[src/rtl/core/isort_pkg.sv]
`timescale 1ns / 1ps
`default_nettype none

package isort_pkg;

  // Number of cells in the sorting chain.
  localparam int Depth = 64;
  localparam int DataWidth = 32;

  // One input transaction.
  typedef struct packed {
    logic signed [DataWidth-1:0] value;
    logic                        last;
  } item_t;

  // One result transaction.
  typedef struct packed {
    logic signed [DataWidth-1:0] value_res;
    logic                        last_res;
    logic                        overflow;
  } result_t;

  // What one cell shows to its neighbors.
  typedef struct packed {
    logic                        valid;
    logic                        greater;
    logic signed [DataWidth-1:0] value;
  } cell_link_t;

  // Chain-wide control, the same for every cell.
  typedef struct packed {
    logic insert;
    logic shift;
  } cell_ctrl_t;

  // Top-level control states.
  typedef enum logic [1:0] {
    ST_FILL  = 2'b01,
    ST_DRAIN = 2'b10
  } state_t;

endpackage

`default_nettype wire

[src/rtl/core/isort_cell.sv]
`timescale 1ns / 1ps
`default_nettype none

module isort_cell
  import isort_pkg::*;
(
  input  wire logic                        clk,
  input  wire logic                        rst,
  input  wire cell_ctrl_t                  ctrl,
  input  wire logic signed [DataWidth-1:0] din,
  input  wire cell_link_t                  left,
  input  wire cell_link_t                  right,
  output      cell_link_t                  link
);

  logic                        valid;
  logic signed [DataWidth-1:0] value;
  logic                        greater;
  logic                        take;

  // This cell's entry moves up when it is larger than the incoming value.
  assign greater = valid && (value > din);

  // A cell loads when its entry moves up, or when it is the first empty cell.
  assign take = ctrl.insert && (greater || (!valid && left.valid));

  assign link.valid   = valid;
  assign link.greater = greater;
  assign link.value   = value;

  // Valid flag: shifts down while draining, set when a value lands here.
  always_ff @(posedge clk) begin
    if (rst) begin
      valid <= 1'b0;
    end else if (ctrl.shift) begin
      valid <= right.valid;
    end else if (take) begin
      valid <= 1'b1;
    end
  end

  // Entry: take the right neighbor while draining, else the left neighbor or the new value.
  always_ff @(posedge clk) begin
    if (ctrl.shift) begin
      value <= right.value;
    end else if (take) begin
      value <= left.greater ? left.value : din;
    end
  end

endmodule

`default_nettype wire

[config.mk]
export PLATFORM = sky130hd
export DESIGN_NAME = isort_cell
export DESIGN_NICKNAME = d
export VERILOG_FILES = /design/src/rtl/core/isort_pkg.sv /design/src/rtl/core/isort_cell.sv
export SDC_FILE = /design/constraint.sdc
export NUM_CORES = 1
export LEC_CHECK = 0
export BUFFER_PORTS_ARGS = -buffer_cell sky130_fd_sc_hd__buf_4
export CORE_MARGIN = 5
export CORE_UTILIZATION = 31
export DETAILED_ROUTE_END_ITERATION = 7
export GPL_TIMING_DRIVEN = 0
export PLACE_DENSITY = 0.66
export SLEW_MARGIN = 20
export SYNTH_ARGS = -nofsm -noshare
export SYNTH_HDL_FRONTEND = slang
export SYNTH_SLANG_ARGS = --single-unit
[constraint.sdc]
create_clock -name clk -period 7.6 [get_ports clk]
set_clock_uncertainty 0.2 [all_clocks]
set_input_delay 1.9 -clock clk [delete_from_list [all_inputs] [get_ports clk]]
set_output_delay 1.9 -clock clk [all_outputs]
set_load 0.01 [all_outputs]
==> results of run 1 <==
==> worst max path at each step <==
stage,from,slack [ns],depth (start not counted),to
3_3_place_gp,din[5],1.69,11,link[32]
5_1_grt,din[23],1.48,11,link[32]
3_5_place_dp,din[5],1.65,11,link[32]
4_1_cts,din[5],1.64,11,link[32]
6_report,din[5],1.65,11,link[32]
2_1_floorplan,din[31],2.12,9,link[32]
==> metrics by stage <==
step / util / hold slack, ns
after floorplan: - / 0.323
after global placement: 0.455 / 0.336
after detailed placement: 0.459 / 0.355
after CTS: 0.475 / 0.367
after global routing: 0.475 / 0.438
final: 0.475 / 0.360
==> cells in the mapped netlist (2+ instances only) <==
master,count
buf_4,2
nand4_1,6
mux2i_1,32
inv_1,34
nand2_1,43
edfxtp_1,32
a31oi_1,2
clkbuf_1,8
nor2_1,5
nor3_1,2
nand3_1,2
buf_2,3
o21ai_0,37
o211ai_1,2
a21oi_1,13
ha_1,32
==> routing by layer <==
metal | GRT usage | share of wire
met3 | 0.0401 | 0.056
met5 | 0 | 0
met2 | 0.280 | 0.52
met4 | 0.0404 | 0.0091
met1 | 0.189 | 0.41
==> cell families (layout without fill, tap and decap cells) <==
| family | count (synthesis) | in the layout | synth area share |
|---|---|---|---|
| muxes | 32 | 32 | 0.126 |
| adders and majority gates | 32 | 32 | 0.157 |
| buffers and inverters | 47 | 190 | 0.0737 |
| DFF | 33 | 33 | 0.385 |
| AOI/OAI and AO/OA | 62 | 62 | 0.140 |
| and+or+nand+nor | 65 | 65 | 0.118 |
==> registers in the layout, indices dropped and copies added (netlist names) <==
register,cells
value,32
valid,1
==> layout by cell type, fill, tap and decap left out, types with 2 or more instances in the layout <==
master,synthesis,final
a21oi_1,13,13
a31oi_1,2,2
buf_2,3,3
buf_4,2,136
bufinv_16,0,2
clkbuf_1,8,8
clkbuf_8,0,5
edfxtp_1,32,32
ha_1,32,32
inv_1,34,34
mux2i_1,32,32
nand2_1,43,42
nand3_1,2,2
nand4_1,6,6
nor2_1,5,5
nor3_1,2,2
o211ai_1,2,2
o21ai_0,37,37
==> cell type report <==
cell class,instances,area share
well taps,105,0.0341
flip-flops and latches,33,0.255
plain buffers,13,0.0156
repair buffers,135,0.269
inverters,34,0.0332
multi-input cells,191,0.359
clock inverters,3,0.0169
clock buffers,5,0.0179
==> report_power, final <==
| group | internal [mW] | switching [mW] | leakage [nW] | total (mW) |
|---|---|---|---|---|
| Combinational | 0.0990 | 0.0885 | 1.52 | 0.187 |
| Sequential | 0.224 | 0.0110 | 0.333 | 0.235 |
| Clock | 0.130 | 0.0755 | 0.0681 | 0.206 |
==> worst max-delay path: stages <==
cell	delay (ns)
buf_4	0.08
inv_1	0.03
ha_1	0.30
a21oi_1	0.16
o21ai_0	0.17
a221oi_2	0.32
a31oi_1	0.17
or3_1	0.33
a21boi_1	0.14
buf_4	0.12
buf_4	0.10
==> results.yml, run 1 <==
run_status:
  outcome: "complete, no violations"
floorplanning:
  die_width_microns: 101
  dieHeight_microns: 101
  io_pins: 138
  fp-row-count: 33
  floorplan.initialDensity: 0.315
  fp.coreArea_sq_um: 8090
  dieArea_sq_um: 10100
final_layout:
  num-fill-cells: 811
  fin_nets: 549
  seq_area_sq_um: 981
  fin_area_sq_um: 3850
  n_antenna_cell: 0
  synthToLayoutAreaGrowth_pct: 51.1
  multi_input_area_sq_um: 1380
  drive_gt1_frac: 0.372
  final_cells: 519
clocking:
  cts_buffers: 5
  holdBufCountCts: 0
  ctsResizeCount: 0
  insertion_delay_ns: 0.30
  cts_tree: "built"
  htree_levels: 2
  clk_pin_slew_ns: 0.07
  clk_root_buffer_cell: "clkbuf_8"
  clock_sinks: 33
  clock_path_buffers: 2
  postCtsSetupRepairBufs: 0
synth:
  ys.flop_type: "edfxtp_1"
  yosysSeqAreaShare: 0.385
  yosysTopAreaCell: "edfxtp_1"
  synth_top_area_share: 0.377
  synth_edf_count: 32
  synth.avg_cell_area_sq_um: 9.40
  synthCells: 271
  ys_types: 32
  syn_area_sq_um: 2550
  ys_seq_elements: 33
  synth_area_leaders: "edfxtp_1 38%, ha_1 16%, mux2i_1 13%, o21ai_0 7.3%, nand2_1 6.3%"
  synth_warnings: 0
  async_flop_share: 0
  synth_nets: 407
global_routing:
  grt_max_degree: 20
  first_global_vias: 2599
  grt_pass1_wl_mm: 12.6
  grtUsageTotal: 0.158
  grt-ovfl-total: 0
  antenna_found_initial: 0
timing:
  grt_setup_unrepaired: "false"
  fin_crit_ns: 5.95
  finalSetupViolCount: 0
  hold_violations: 0
  tightestPinTransition_ns: 0.491
  setup_ws_ns: 1.65
  fmax_mhz: 168
  tns_ns: 0
  min_period_over_period: 0.783
  slew_headroom: 0.673
  slew_violations: 0
placement:
  place_ws_ns: 1.65
  place.gp.congestion: 0.771
  portBuffers: 134
  dpl.hpwl_mm: 6.59
  place_inst: 511
  placedInstanceArea_sq_um: 3710
power_and_ir_drop:
  ir_drop_uv: 75.5
  total_power_mw: 0.629
  leakagePower_nw: 1.92
  power.density_nw_per_um2: 163
setup_path:
  reg2reg_from: "value[23]"
  critPathRequiredTime_ns: 5.50
  path_class: "primary input to primary output"
  rr_endpoint: "value[31]"
  rr_worst_depth: 8
  rrSetupSlack_ns: 4.59
  cp-end-kind: "primary output"
  start_kind: "primary input"
  crit_path_max_fanout: 3
  critPathArrivalTime_ns: 3.85
detailed_routing:
  first_pass_iters: 4
  routedWlPerCell_microns: 15.3
  drt-initial-drc-count: 83
  drtAntennaViolNets: 0
  viasPerCell: 4.76
  drt-total-wl_mm: 7.95
  drc: 0
  vias: 2468
worst_hold_path:
  holdPathStages: 2
  hp-class: "register to register"
  min-delay-start: "valid"
  hold_end: "valid"
run:
  cap_viol_max_count: 0
Note: power is estimated with default switching activity, not from simulation.
==> run 2: changes to the inputs <==
--- a/config.mk
+++ b/config.mk
@@ -5,6 +5,7 @@
 export SDC_FILE = /design/constraint.sdc
 export NUM_CORES = 1
 export LEC_CHECK = 0
+export ABC_AREA = 1
 export BUFFER_PORTS_ARGS = -buffer_cell sky130_fd_sc_hd__buf_4
 export CORE_MARGIN = 5
 export CORE_UTILIZATION = 31
==> constraint.sdc (replaced) <==
create_clock -name clk -period 5.9 [get_ports clk]
set_clock_uncertainty 0.2 [all_clocks]
set_input_delay 1.475 -clock clk [delete_from_list [all_inputs] [get_ports clk]]
set_output_delay 1.475 -clock clk [all_outputs]
set_load 0.01 [all_outputs]
==> run 2 against run 1 <==
  * Power increased by 18%
  * Setup slack got worse by 0.40 ns
  * Combinational power increased by 30%
  * Register-to-register slack got worse by 1.4 ns
  * Clock power decreased by 3%
  * Final cell count increased by 7.1%
  * Highest routed layer unchanged
==> results.yml, run 2 <==
run_status:
  outcome: "complete, no violations"
detailed_routing:
  drtAntennaViolNets: 0
  drc: 0
  drt-total-wl_mm: 8.17
  viasPerCell: 4.75
  first_pass_iters: 4
  drt-initial-drc-count: 75
  vias: 2641
  routedWlPerCell_microns: 14.7
floorplanning:
  io_pins: 138
  dieHeight_microns: 102
  fp.coreArea_sq_um: 8180
  floorplan.initialDensity: 0.318
  die_width_microns: 102
  fp-row-count: 33
  dieArea_sq_um: 10300
clocking:
  insertion_delay_ns: 0.29
  clock_path_buffers: 2
  htree_levels: 2
  cts_buffers: 5
  holdBufCountCts: 0
  clk_root_buffer_cell: "clkbuf_8"
  clock_sinks: 33
  postCtsSetupRepairBufs: 0
  cts_tree: "built"
  clk_pin_slew_ns: 0.08
  ctsResizeCount: 0
synth:
  synth_nets: 443
  synth_compound_area_frac: 0.222
  synthXorXnorAreaFrac: 0
  ys.flop_type: "edfxtp_1"
  ys_types: 25
  synth_warnings: 0
  synth_top_family_by_area: "compound AO/OA/AOI/OAI gates"
  synthMuxAreaShare: 0
  synth_edf_count: 32
  ys_seq_elements: 33
  synth.avg_cell_area_sq_um: 8.46
  synthCells: 307
  syn_area_sq_um: 2600
  yosysTopAreaCell: "edfxtp_1"
  yosysSeqAreaShare: 0.378
  async_flop_share: 0
  synth_top_area_share: 0.370
  synthAdderAreaFrac: 0.154
  synth_commonest_cells: "71 x nand2_1, 45 x inv_1, 32 x edfxtp_1, 32 x ha_1, 31 x o21a_1"
  synth_area_leaders: "edfxtp_1 37%, ha_1 15%, nand2_1 10%, o21a_1 9.0%, o211ai_1 8.4%"
  synth.most_common_cell: "nand2_1"
  yosys.area_share.simple: 0.153
timing:
  tightestPinTransition_ns: 0.553
  grt_setup_unrepaired: "false"
  hold_violations: 0
  slew_violations: 0
  slew_headroom: 0.631
  tns_ns: 0
  fmax_mhz: 215
  min_period_over_period: 0.788
  finalSetupViolCount: 0
  fin_crit_ns: 4.65
global_routing:
  first_global_vias: 2743
  grt_pass1_wl_mm: 12.8
  grt-ovfl-total: 0
  grt_max_degree: 18
  antenna_found_initial: 0
  grtUsageTotal: 0.156
setup_path:
  start_kind: "primary input"
  rrSetupSlack_ns: 3.15
  critPathRequiredTime_ns: 4.22
  cp-end-kind: "primary output"
  path_class: "primary input to primary output"
  critPathArrivalTime_ns: 2.98
  reg2reg_from: "value[15]"
  crit_path_max_fanout: 2
  rr_endpoint: "value[14]"
  rr_worst_depth: 14
run:
  cap_viol_max_count: 0
power_and_ir_drop:
  leakagePower_nw: 1.91
  power.density_nw_per_um2: 192
  ir_drop_uv: 88.4
  total_power_mw: 0.743
final_layout:
  largest_register_ffs: 32
  mostFrequentLayoutCells: "137 x buf_4, 70 x nand2_1, 45 x inv_1"
  n_antenna_cell: 0
  drive_gt1_frac: 0.341
  reg.largest.list: "value (32), valid (1)"
  synthToLayoutAreaGrowth_pct: 49.2
  final_common_cell: "buf_4"
  fin_nets: 586
  top_register: "value"
  num-fill-cells: 823
worst_hold_path:
  min-delay-start: "valid"
  hold_end: "valid"
  hp-class: "register to register"
  holdPathStages: 2
placement:
  portBuffers: 135
  place.gp.congestion: 0.798
  dpl.hpwl_mm: 6.63
[run 2: changes by cell type after synthesis, moves of 4 or more]
cell,delta
nand2_1,+28
clkbuf_1,+4
a21oi_1,+7
o21ai_0,-35
inv_1,+11
o211ai_1,+27
nor2_1,+7
mux2i_1,-32
nand4_1,-4
o21a_1,+31
[run 2: through the flow]
stage	setup slack, ns	cells	hold slack, ns	util	instance area (sq um)
CTS	1.24	556	0.409	0.474	3870
floorplan	1.60	307	0.316	-	2600
global placement	1.20	547	0.348	0.458	3740
detailed placement	1.24	548	0.390	0.461	3770
global route	1.06	556	0.488	0.474	3870
finish	1.25	556	0.405	0.474	3870
[run 2: worst max-delay path, cell delays in order]
cell and delay (ns):
buf_4 0.11, inv_1 0.07, ha_1 0.24, a21oi_1 0.18
nor2_1 0.06, nor2_1 0.11, nand2_1 0.07, nand2_1 0.05
nand2_1 0.07, nand2_1 0.09, nand3_1 0.08, nand3_2 0.09
inv_1 0.04, buf_4 0.11, buf_4 0.13
[run 2: worst max path at each step]
stage | startpoint | to | depth (start not counted)
after global placement | din[31] | link[32] | 14
after detailed placement | din[5] | link[32] | 15
final | din[5] | link[32] | 15
after floorplan | din[23] | link[32] | 12
after CTS | din[5] | link[32] | 15
after global routing | din[31] | link[32] | 14
[run 2: area by class of cell]
type | instances | area [sq um] | area share
Buffer | 15 | 65.1 | 0.0168
Tap cell | 105 | 131 | 0.0339
Clock buffer | 7 | 96.3 | 0.0249
Sequential cell | 33 | 981 | 0.253
Multi-Input combinational cell | 212 | 1380 | 0.355
Clock inverter | 1 | 5.00 | 0.00129
Inverter | 47 | 176 | 0.0456
Timing Repair Buffer | 136 | 1040 | 0.269
[run 2: cells by family after synthesis]
group / count (synthesis)
AO/OA/AOI/OAI: 84
adder cells (fa/ha/maj): 32
buffers and inverters: 62
flip-flops: 33
AND/OR/NAND/NOR: 96
[run 2: where the power goes]
part / total [mW] / internal (mW) / leakage [nW] / switching (mW)
registers: 0.300 / 0.286 / 0.324 / 0.0134
logic: 0.243 / 0.128 / 1.53 / 0.115
clock network: 0.200 / 0.106 / 0.0542 / 0.0939
[run 2: routing by layer]
metal | up-vias | share of wire | GRT usage
met1 | 1214 | 0.39 | 0.179
met3 | 5 | 0.096 | 0.0523
met2 | 83 | 0.51 | 0.286
met5 | - | 0 | 0
li1 | 1339 | - | -
met4 | 0 | 0.0049 | 0.0235
